==> config.mk <==
export PLATFORM = sky130hd
export DESIGN_NAME = markup_tag_tokenizer
export DESIGN_NICKNAME = d
export VERILOG_FILES = /design/src/rtl/mtt_pkg.sv /design/src/rtl/markup_tag_tokenizer.sv
export SDC_FILE = /design/constraint.sdc
export NUM_CORES = 1
export LEC_CHECK = 0
export BUFFER_PORTS_ARGS = -buffer_cell sky130_fd_sc_hd__buf_4
export CORE_MARGIN = 3
export CORE_UTILIZATION = 45
export CTS_BUF_LIST = sky130_fd_sc_hd__clkbuf_8
export DETAILED_ROUTE_END_ITERATION = 6
export HOLD_SLACK_MARGIN = 0.15
export PLACE_DENSITY_LB_ADDON = 0.3
export SYNTH_ARGS = -nofsm -noshare
export SYNTH_HDL_FRONTEND = slang
export SYNTH_SLANG_ARGS = --single-unit
export TNS_END_PERCENT = 100
==> constraint.sdc <==
create_clock -name i_clk -period 5.9 [get_ports i_clk]
set_input_delay 0.59 -clock i_clk [delete_from_list [all_inputs] [get_ports i_clk]]
set_output_delay 0.59 -clock i_clk [all_outputs]
set_load 0.02 [all_outputs]
==> src/rtl/mtt_pkg.sv <==
// ----------------------------------------------------------------------------
// mtt_pkg
// Token kinds and keyword table for the markup tag tokenizer.
// ----------------------------------------------------------------------------
package mtt_pkg;

    typedef enum logic [4:0] {
        KIND_COMPLETE = 5'd0,
        KIND_SPACE    = 5'd1,
        KIND_EQ       = 5'd2,
        KIND_LT       = 5'd3,
        KIND_SLASH    = 5'd4,
        KIND_GT       = 5'd5,
        KIND_STRING   = 5'd6,
        KIND_TEXT     = 5'd7,
        KIND_UNKNOWN  = 5'd8,
        KIND_P        = 5'd9,
        KIND_IMG      = 5'd10,
        KIND_SPAN     = 5'd11,
        KIND_BR       = 5'd12,
        KIND_STRONG   = 5'd13,
        KIND_EM       = 5'd14,
        KIND_SRC      = 5'd15,
        KIND_A        = 5'd16,
        KIND_HREF     = 5'd17,
        KIND_CONTENT  = 5'd18
    } t_kind;

    typedef struct packed {
        t_kind      kind;
        logic [7:0] content;
        logic       last;
    } t_result;

    localparam int NUM_KEYS = 9;
    localparam int KEY_MAX  = 6;

    // Keywords right-aligned: the first letter sits in the highest used byte.
    localparam logic [8*KEY_MAX-1:0] KEY_TEXT [NUM_KEYS] = '{
        48'("p"), 48'("img"), 48'("span"), 48'("br"), 48'("strong"),
        48'("em"), 48'("src"), 48'("a"), 48'("href")
    };
    localparam logic [2:0] KEY_LEN [NUM_KEYS] = '{
        3'd1, 3'd3, 3'd4, 3'd2, 3'd6, 3'd2, 3'd3, 3'd1, 3'd4
    };

    localparam logic [7:0] CH_END   = 8'h00;
    localparam logic [7:0] CH_SPACE = 8'h20;
    localparam logic [7:0] CH_QUOTE = 8'h22;
    localparam logic [7:0] CH_SLASH = 8'h2F;
    localparam logic [7:0] CH_LT    = 8'h3C;
    localparam logic [7:0] CH_EQ    = 8'h3D;
    localparam logic [7:0] CH_GT    = 8'h3E;

endpackage

==> src/rtl/markup_tag_tokenizer.sv <==
// ----------------------------------------------------------------------------
// markup_tag_tokenizer
// Splits a byte stream into markup tokens: punctuation, quoted strings,
// keyword words and text runs, with content bytes streamed as they arrive.
// ----------------------------------------------------------------------------
//  channel  | dir | tdata         | tuser      | tlast
//  s (byte) | in  | [7:0] ch      | -          | -
//  m (tok)  | out | [7:0] content | [4:0] kind | last result of the byte
//
//  A byte is taken in the cycle it is offered while the four-entry result
//  queue has two free slots; its zero, one or two results are pushed at once.
//  The queue drains one result per cycle while the output is ready, so a byte
//  that gives two results holds the output longer; one-result bytes stream at one per cycle.
//  Synchronous active-low reset empties the queue and returns to idle.
//  A stall on the output side holds the queue; input stalls once fewer than two slots are free.
// ----------------------------------------------------------------------------
module markup_tag_tokenizer #(
    parameter int MAX_WORD = 6
) (
    input  logic       i_clk,
    input  logic       i_rst_n,
    input  logic       i_s_tvalid,
    output logic       o_s_tready,
    input  logic [7:0] i_s_tdata,    // [7:0] ch
    output logic       o_m_tvalid,
    input  logic       i_m_tready,
    output logic [7:0] o_m_tdata,    // [7:0] content
    output logic [7:0] o_m_tuser,    // [4:0] kind, [7:5] zero
    output logic       o_m_tlast
);
    import mtt_pkg::*;

    localparam int LW = $clog2(MAX_WORD + 2);

    typedef enum logic [1:0] {
        MODE_IDLE   = 2'd0,
        MODE_STRING = 2'd1,
        MODE_WORD   = 2'd2,
        MODE_TEXT   = 2'd3
    } t_mode;

    typedef struct packed {
        logic       has;
        t_kind      kind;
        logic [7:0] content;
        t_mode      mode;
        logic       start_word;
    } t_idle;

    function automatic logic is_letter(input logic [7:0] c);
        return (c inside {[8'h41:8'h5A], [8'h61:8'h7A]});
    endfunction

    function automatic t_idle idle_byte(input logic [7:0] c);
        t_idle r;
        r = '{has: 1'b1, kind: KIND_COMPLETE, content: 8'h00,
              mode: MODE_IDLE, start_word: 1'b0};
        case (c)
            CH_END:   r.kind = KIND_COMPLETE;
            CH_SPACE: r.kind = KIND_SPACE;
            CH_EQ:    r.kind = KIND_EQ;
            CH_LT:    r.kind = KIND_LT;
            CH_SLASH: r.kind = KIND_SLASH;
            CH_GT:    r.kind = KIND_GT;
            CH_QUOTE: begin
                r.has  = 1'b0;
                r.mode = MODE_STRING;
            end
            default: begin
                if (is_letter(c)) begin
                    r.has        = 1'b0;
                    r.mode       = MODE_WORD;
                    r.start_word = 1'b1;
                end else begin
                    r.kind    = KIND_CONTENT;
                    r.content = c;
                    r.mode    = MODE_TEXT;
                end
            end
        endcase
        return r;
    endfunction

    t_mode           r_mode, n_mode;
    logic [7:0]      r_word [MAX_WORD];
    logic [LW-1:0]   r_word_len, n_word_len;
    t_result         r_queue [4];
    logic [1:0]      r_wr_ptr, r_rd_ptr;
    logic [2:0]      r_count, n_count;

    logic            s_accept, m_accept;
    logic [7:0]      ch;
    t_idle           idle_res;
    t_kind           word_kind;
    logic            key_hit, key_ok;
    t_result         res0, res1;
    logic [1:0]      push;
    logic            word_wr, word_first;

    assign ch         = i_s_tdata;
    assign o_s_tready = (r_count <= 3'd2);
    assign s_accept   = i_s_tvalid && o_s_tready;
    assign o_m_tvalid = (r_count != 3'd0);
    assign m_accept   = o_m_tvalid && i_m_tready;
    assign idle_res   = idle_byte(ch);

    // Keyword compare over the stored letters of the word.
    always_comb begin
        word_kind = KIND_UNKNOWN;
        key_hit   = 1'b0;
        for (int k = 0; k < NUM_KEYS; k++) begin
            key_ok = (r_word_len == LW'(KEY_LEN[k]));
            for (int i = 0; i < KEY_MAX; i++) begin
                if (i < int'(KEY_LEN[k]) &&
                    r_word[i] != KEY_TEXT[k][8*(int'(KEY_LEN[k]) - 1 - i) +: 8]) begin
                    key_ok = 1'b0;
                end
            end
            if (key_ok && !key_hit) begin
                key_hit   = 1'b1;
                word_kind = t_kind'(5'(int'(KIND_P) + k));
            end
        end
    end

    always_comb begin
        res0       = '{kind: KIND_COMPLETE, content: 8'h00, last: 1'b0};
        res1       = '{kind: KIND_COMPLETE, content: 8'h00, last: 1'b1};
        push       = 2'd0;
        n_mode     = r_mode;
        n_word_len = r_word_len;
        word_wr    = 1'b0;
        word_first = 1'b0;
        case (r_mode)
            MODE_STRING: begin
                push   = 2'd1;
                n_mode = MODE_IDLE;
                if (ch == CH_QUOTE) begin
                    res0.kind = KIND_STRING;
                end else if (ch == CH_END) begin
                    res0.kind = KIND_STRING;
                    push      = 2'd2;
                end else begin
                    res0.kind    = KIND_CONTENT;
                    res0.content = ch;
                    n_mode       = MODE_STRING;
                end
            end
            MODE_WORD: begin
                if (is_letter(ch)) begin
                    word_wr = (r_word_len < LW'(MAX_WORD));
                    if (r_word_len <= LW'(MAX_WORD)) begin
                        n_word_len = r_word_len + 1'b1;
                    end
                end else begin
                    // Close the word, then treat the byte as in idle.
                    res0.kind    = word_kind;
                    res1.kind    = idle_res.kind;
                    res1.content = idle_res.content;
                    push         = idle_res.has ? 2'd2 : 2'd1;
                    n_mode       = idle_res.mode;
                    n_word_len   = '0;
                    if (idle_res.start_word) begin
                        word_first = 1'b1;
                        n_word_len = LW'(1);
                    end
                end
            end
            MODE_TEXT: begin
                if (ch == CH_END || ch == CH_LT) begin
                    res0.kind    = KIND_TEXT;
                    res1.kind    = idle_res.kind;
                    res1.content = idle_res.content;
                    push         = 2'd2;
                    n_mode       = MODE_IDLE;
                end else begin
                    res0.kind    = KIND_CONTENT;
                    res0.content = ch;
                    push         = 2'd1;
                end
            end
            default: begin
                res0.kind    = idle_res.kind;
                res0.content = idle_res.content;
                push         = idle_res.has ? 2'd1 : 2'd0;
                n_mode       = idle_res.mode;
                if (idle_res.start_word) begin
                    word_first = 1'b1;
                    n_word_len = LW'(1);
                end
            end
        endcase
        res0.last = (push == 2'd1);
        if (!s_accept) begin
            push = 2'd0;
        end
        n_count = r_count + 3'(push) - 3'(m_accept);
    end

    always_ff @(posedge i_clk) begin
        if (!i_rst_n) begin
            r_mode     <= MODE_IDLE;
            r_word_len <= '0;
            r_wr_ptr   <= '0;
            r_rd_ptr   <= '0;
            r_count    <= '0;
        end else begin
            r_count <= n_count;
            if (m_accept) begin
                r_rd_ptr <= r_rd_ptr + 1'b1;
            end
            if (s_accept) begin
                r_mode     <= n_mode;
                r_word_len <= n_word_len;
                r_wr_ptr   <= r_wr_ptr + push;
            end
        end
        if (s_accept) begin
            for (int i = 0; i < MAX_WORD; i++) begin
                if ((word_wr && r_word_len == LW'(i)) || (word_first && i == 0)) begin
                    r_word[i] <= ch;
                end
            end
            if (push != 2'd0) begin
                r_queue[r_wr_ptr] <= res0;
            end
            if (push == 2'd2) begin
                r_queue[r_wr_ptr + 2'd1] <= res1;
            end
        end
    end

    assign o_m_tdata = r_queue[r_rd_ptr].content;
    assign o_m_tuser = {3'b000, r_queue[r_rd_ptr].kind};
    assign o_m_tlast = r_queue[r_rd_ptr].last;

    a_count_bound : assert property (@(posedge i_clk) disable iff (!i_rst_n)
        r_count <= 3'd4)
        else $error("result queue overflow");

    a_word_len : assert property (@(posedge i_clk) disable iff (!i_rst_n)
        r_mode == MODE_WORD |-> r_word_len != '0)
        else $error("word mode with empty word");

    a_end_idle : assert property (@(posedge i_clk) disable iff (!i_rst_n)
        s_accept && ch == CH_END |=> r_mode == MODE_IDLE)
        else $error("end of input did not return to idle");

    a_complete_last : assert property (@(posedge i_clk) disable iff (!i_rst_n)
        o_m_tvalid && o_m_tuser[4:0] == KIND_COMPLETE |-> o_m_tlast)
        else $error("complete token not last of its byte");

endmodule
==> impl_metrics.toml <==
[pwr]
power_density_nw_per_um2 = 371
power.leakage_nw = 2.17
p_total_mw = 2.41
vdd_drop_max_mv = 0.236

[timing]
relSlewSlack_pct = 38.5
worstMarginPinSlew_ns = 0.921
finalSetupViolCount = 0
finalHoldViolations = 0
setup_tns_ns = 0
period_needed_ns = 3.29
slew_violations = 0
worst_clock_skew_ns = 0.0113
max_clock_freq_mhz = 304
rsz0062_at_grt = "false"
period_share_pct = 55.8

[clock_network]
clkSinkCount = 118
cts_buffers = 17
clk_path_buf_depth = 2
clkTransAtPathRegs_ns = 0.07
htreeDepth = 4
cts_resized = 0
cts_setup_buffers = 0
cts-root-buf = "clkbuf_8"
postCtsHoldBufs = 0
clkLatencyLatePin_ns = 0.43
tritoncts = "built"

[finish]
final_net_count = 494
fin_cells = 653
area_delta_synth_final_pct = 13.1
final_util_pct = 53.1
fin_area_um2 = 6510
antenna_cells = 0
drive_gt1_share_pct = 18.1

[critical_path]
crit_slowest_cell = "dfxtp_1"
max_stage_delay_ns = 0.68
crit_fanout = 16
path_class = "register to register"
critPathTopFamily = "simple AND/OR/NAND/NOR gates"
critPathArrivalTime_ns = 3.62
cp_cell_sequence = "nor2b_1 > inv_1 > o32ai_4 > nand2_1 > ha_1 > fa_1 > xor2_1 > xnor2_1 > and2_1"
cp.depth = 9
rrSetupSlack_ns = 2.61
endpoint_kind = "register"
startpoint_type = "register"
reg2reg_depth = 9
required_ns = 6.23
crit_buf_inv = 1

[yosys]
post_synth_num_cell_types = 67
synth_edf_count = 96
ys_seq_area_share_pct = 57.7
synth_seq_cells = 118
async_reset_ff_share_pct = 0
syn_area_per_cell_um2 = 13.0
ys_warn_count = 0
synth_cells = 444
ys.flop_type = "edfxtp_1"
synth_area_um2 = 5760

[route]
avgRoutedWirePerCell_um = 18.9
drtIter0Drc = 297
drtAntennaViolNets = 0
dr.pass1.iters = 5
wl_mm = 12.3
vias_per_cell = 5.83
route.detailed.drc = 0
dr_total_vias = 3805

[global_route]
overflow = 0
grt_pass1_vias = 3860
grt_max_degree = 24
grt_pass1_wl_mm = 20.7
met2_usage_pct = 31.5
use_met1_pct = 24.0
met3_usage_pct = 3.80
grt.busiest_layer = "met2"
antenna_found_initial = 0
grt_use_total_pct = 18.6

[place]
portBuffers = 27
place_inst = 621
place_area_um2 = 6090
place_congestion = 0.945
dp_hpwl_mm = 8.56

[die]
die_area_um2 = 14200
core_um2 = 12300
initial_core_util_pct = 47.0
die_x_um = 119
io_pins = 31
die_h_um = 119
row_count = 40

[run]
cap_violations = 0

[min_path]
whs_path_depth = 1
hold_path.class = "register to register"

[outcome]
status = "finished clean"
placed cells by master, fill, tap and decap left out, types with 4 or more instances in the layout:
cell type,instances
edfxtp_1,96
nand2_1,32
buf_4,28
nor2b_1,24
and2_1,23
o22ai_1,23
dfxtp_1,22
clkbuf_8,17
nor2_1,14
mux4_2,14
inv_1,13
nand3_1,12
o21ai_0,9
ha_1,9
and3_1,8
a21oi_1,7
nand4b_1,7
nand4_1,6
nor4_1,6
nand2b_1,5
nor3_1,5
a31oi_1,4
nor3b_1,4
xnor2_1,4
o211ai_1,4
nand3b_1,4
a21boi_0,4
o21a_1,4
bufinv_16,4
per-stage QoR:
stage	setup WS, ns	hold slack (ns)
after CTS	2.65	0.451
after detailed placement	2.24	0.453
final	2.61	0.468
after floorplan	2.69	0.431
after global placement	2.33	0.449
after global routing	2.44	0.458
synthesized netlist by cell type (all sizes together) (4+ instances only):
master,count,area (µm²)
nor2b,24,150
nor2,14,52.6
xnor2,4,35.0
nand4b,7,61.3
and3,9,61.3
a21oi,8,43.8
o22ai,24,156
nor3b,4,30.0
nand4,7,50.1
buf,7,42.5
mux4,14,315
nand2b,5,31.3
and2,23,144
nand2,32,120
a21boi,6,45.0
ha,9,113
o211ai,5,42.5
clkbuf,14,52.6
dfxtp,22,440
nand3,13,70.1
inv,11,41.3
nor4,8,80.1
nand3b,4,30.0
o21ai,11,55.1
a31oi,4,25.0
edfxtp,96,2880
nor3,7,51.3
o21a,4,30.0
sequential cells by signal (all words and copies together) (netlist names), named ones only:
register	flops
r_count	3
r_wr_ptr	2
r_mode	2
r_word_len	3
r_word	48
r_rd_ptr	2
r_queue	56
final cells by class:
class,count,area (µm²)
fillers,1054,5750
flip-flops and latches,118,3320
multi-input cells,296,2310
clock buffers,17,234
repair buffers,28,210
well taps,168,210
clock inverters,15,188
inverters,11,41.3
cell families (layout without fill, tap and decap cells):
group | after synthesis | in the layout | share of synthesized area (%)
and+or+nand+nor | 178 | 178 | 19.7
DFF | 118 | 118 | 57.7
AOI/OAI and AO/OA | 81 | 81 | 10.8
buffers and inverters | 32 | 71 | 2.37
muxes | 17 | 17 | 6.00
adders and majority gates | 10 | 10 | 2.30
xor gates and xnor gates | 7 | 7 | 1.06
other | 1 | 3 | 0.0651
where the power goes:
part | total (mW) | leakage [nW] | switching, mW | internal [mW]
sequential | 1.07 | 1.04 | 0.0783 | 0.993
combinational | 0.559 | 0.918 | 0.297 | 0.262
clock | 0.784 | 0.216 | 0.328 | 0.455
routing by layer:
layer | wire length, µm | up-vias | part of all wire (%)
met5 | 0 | - | 0
met4 | 159 | 0 | 1.3
met3 | 713 | 16 | 5.8
met2 | 6180 | 130 | 50
li1 | - | 1785 | -
met1 | 5290 | 1874 | 43
path summary, 6_finish.rpt:
kind / from / endpoint
max: r_mode[1] / r_count[2]
min: r_queue[0][0] / r_queue[0][0]
max reg2reg: r_mode[1] / r_count[2]
min reg2reg: r_queue[0][0] / r_queue[0][0]
No activity file was read; power rests on OpenSTA's default activity.
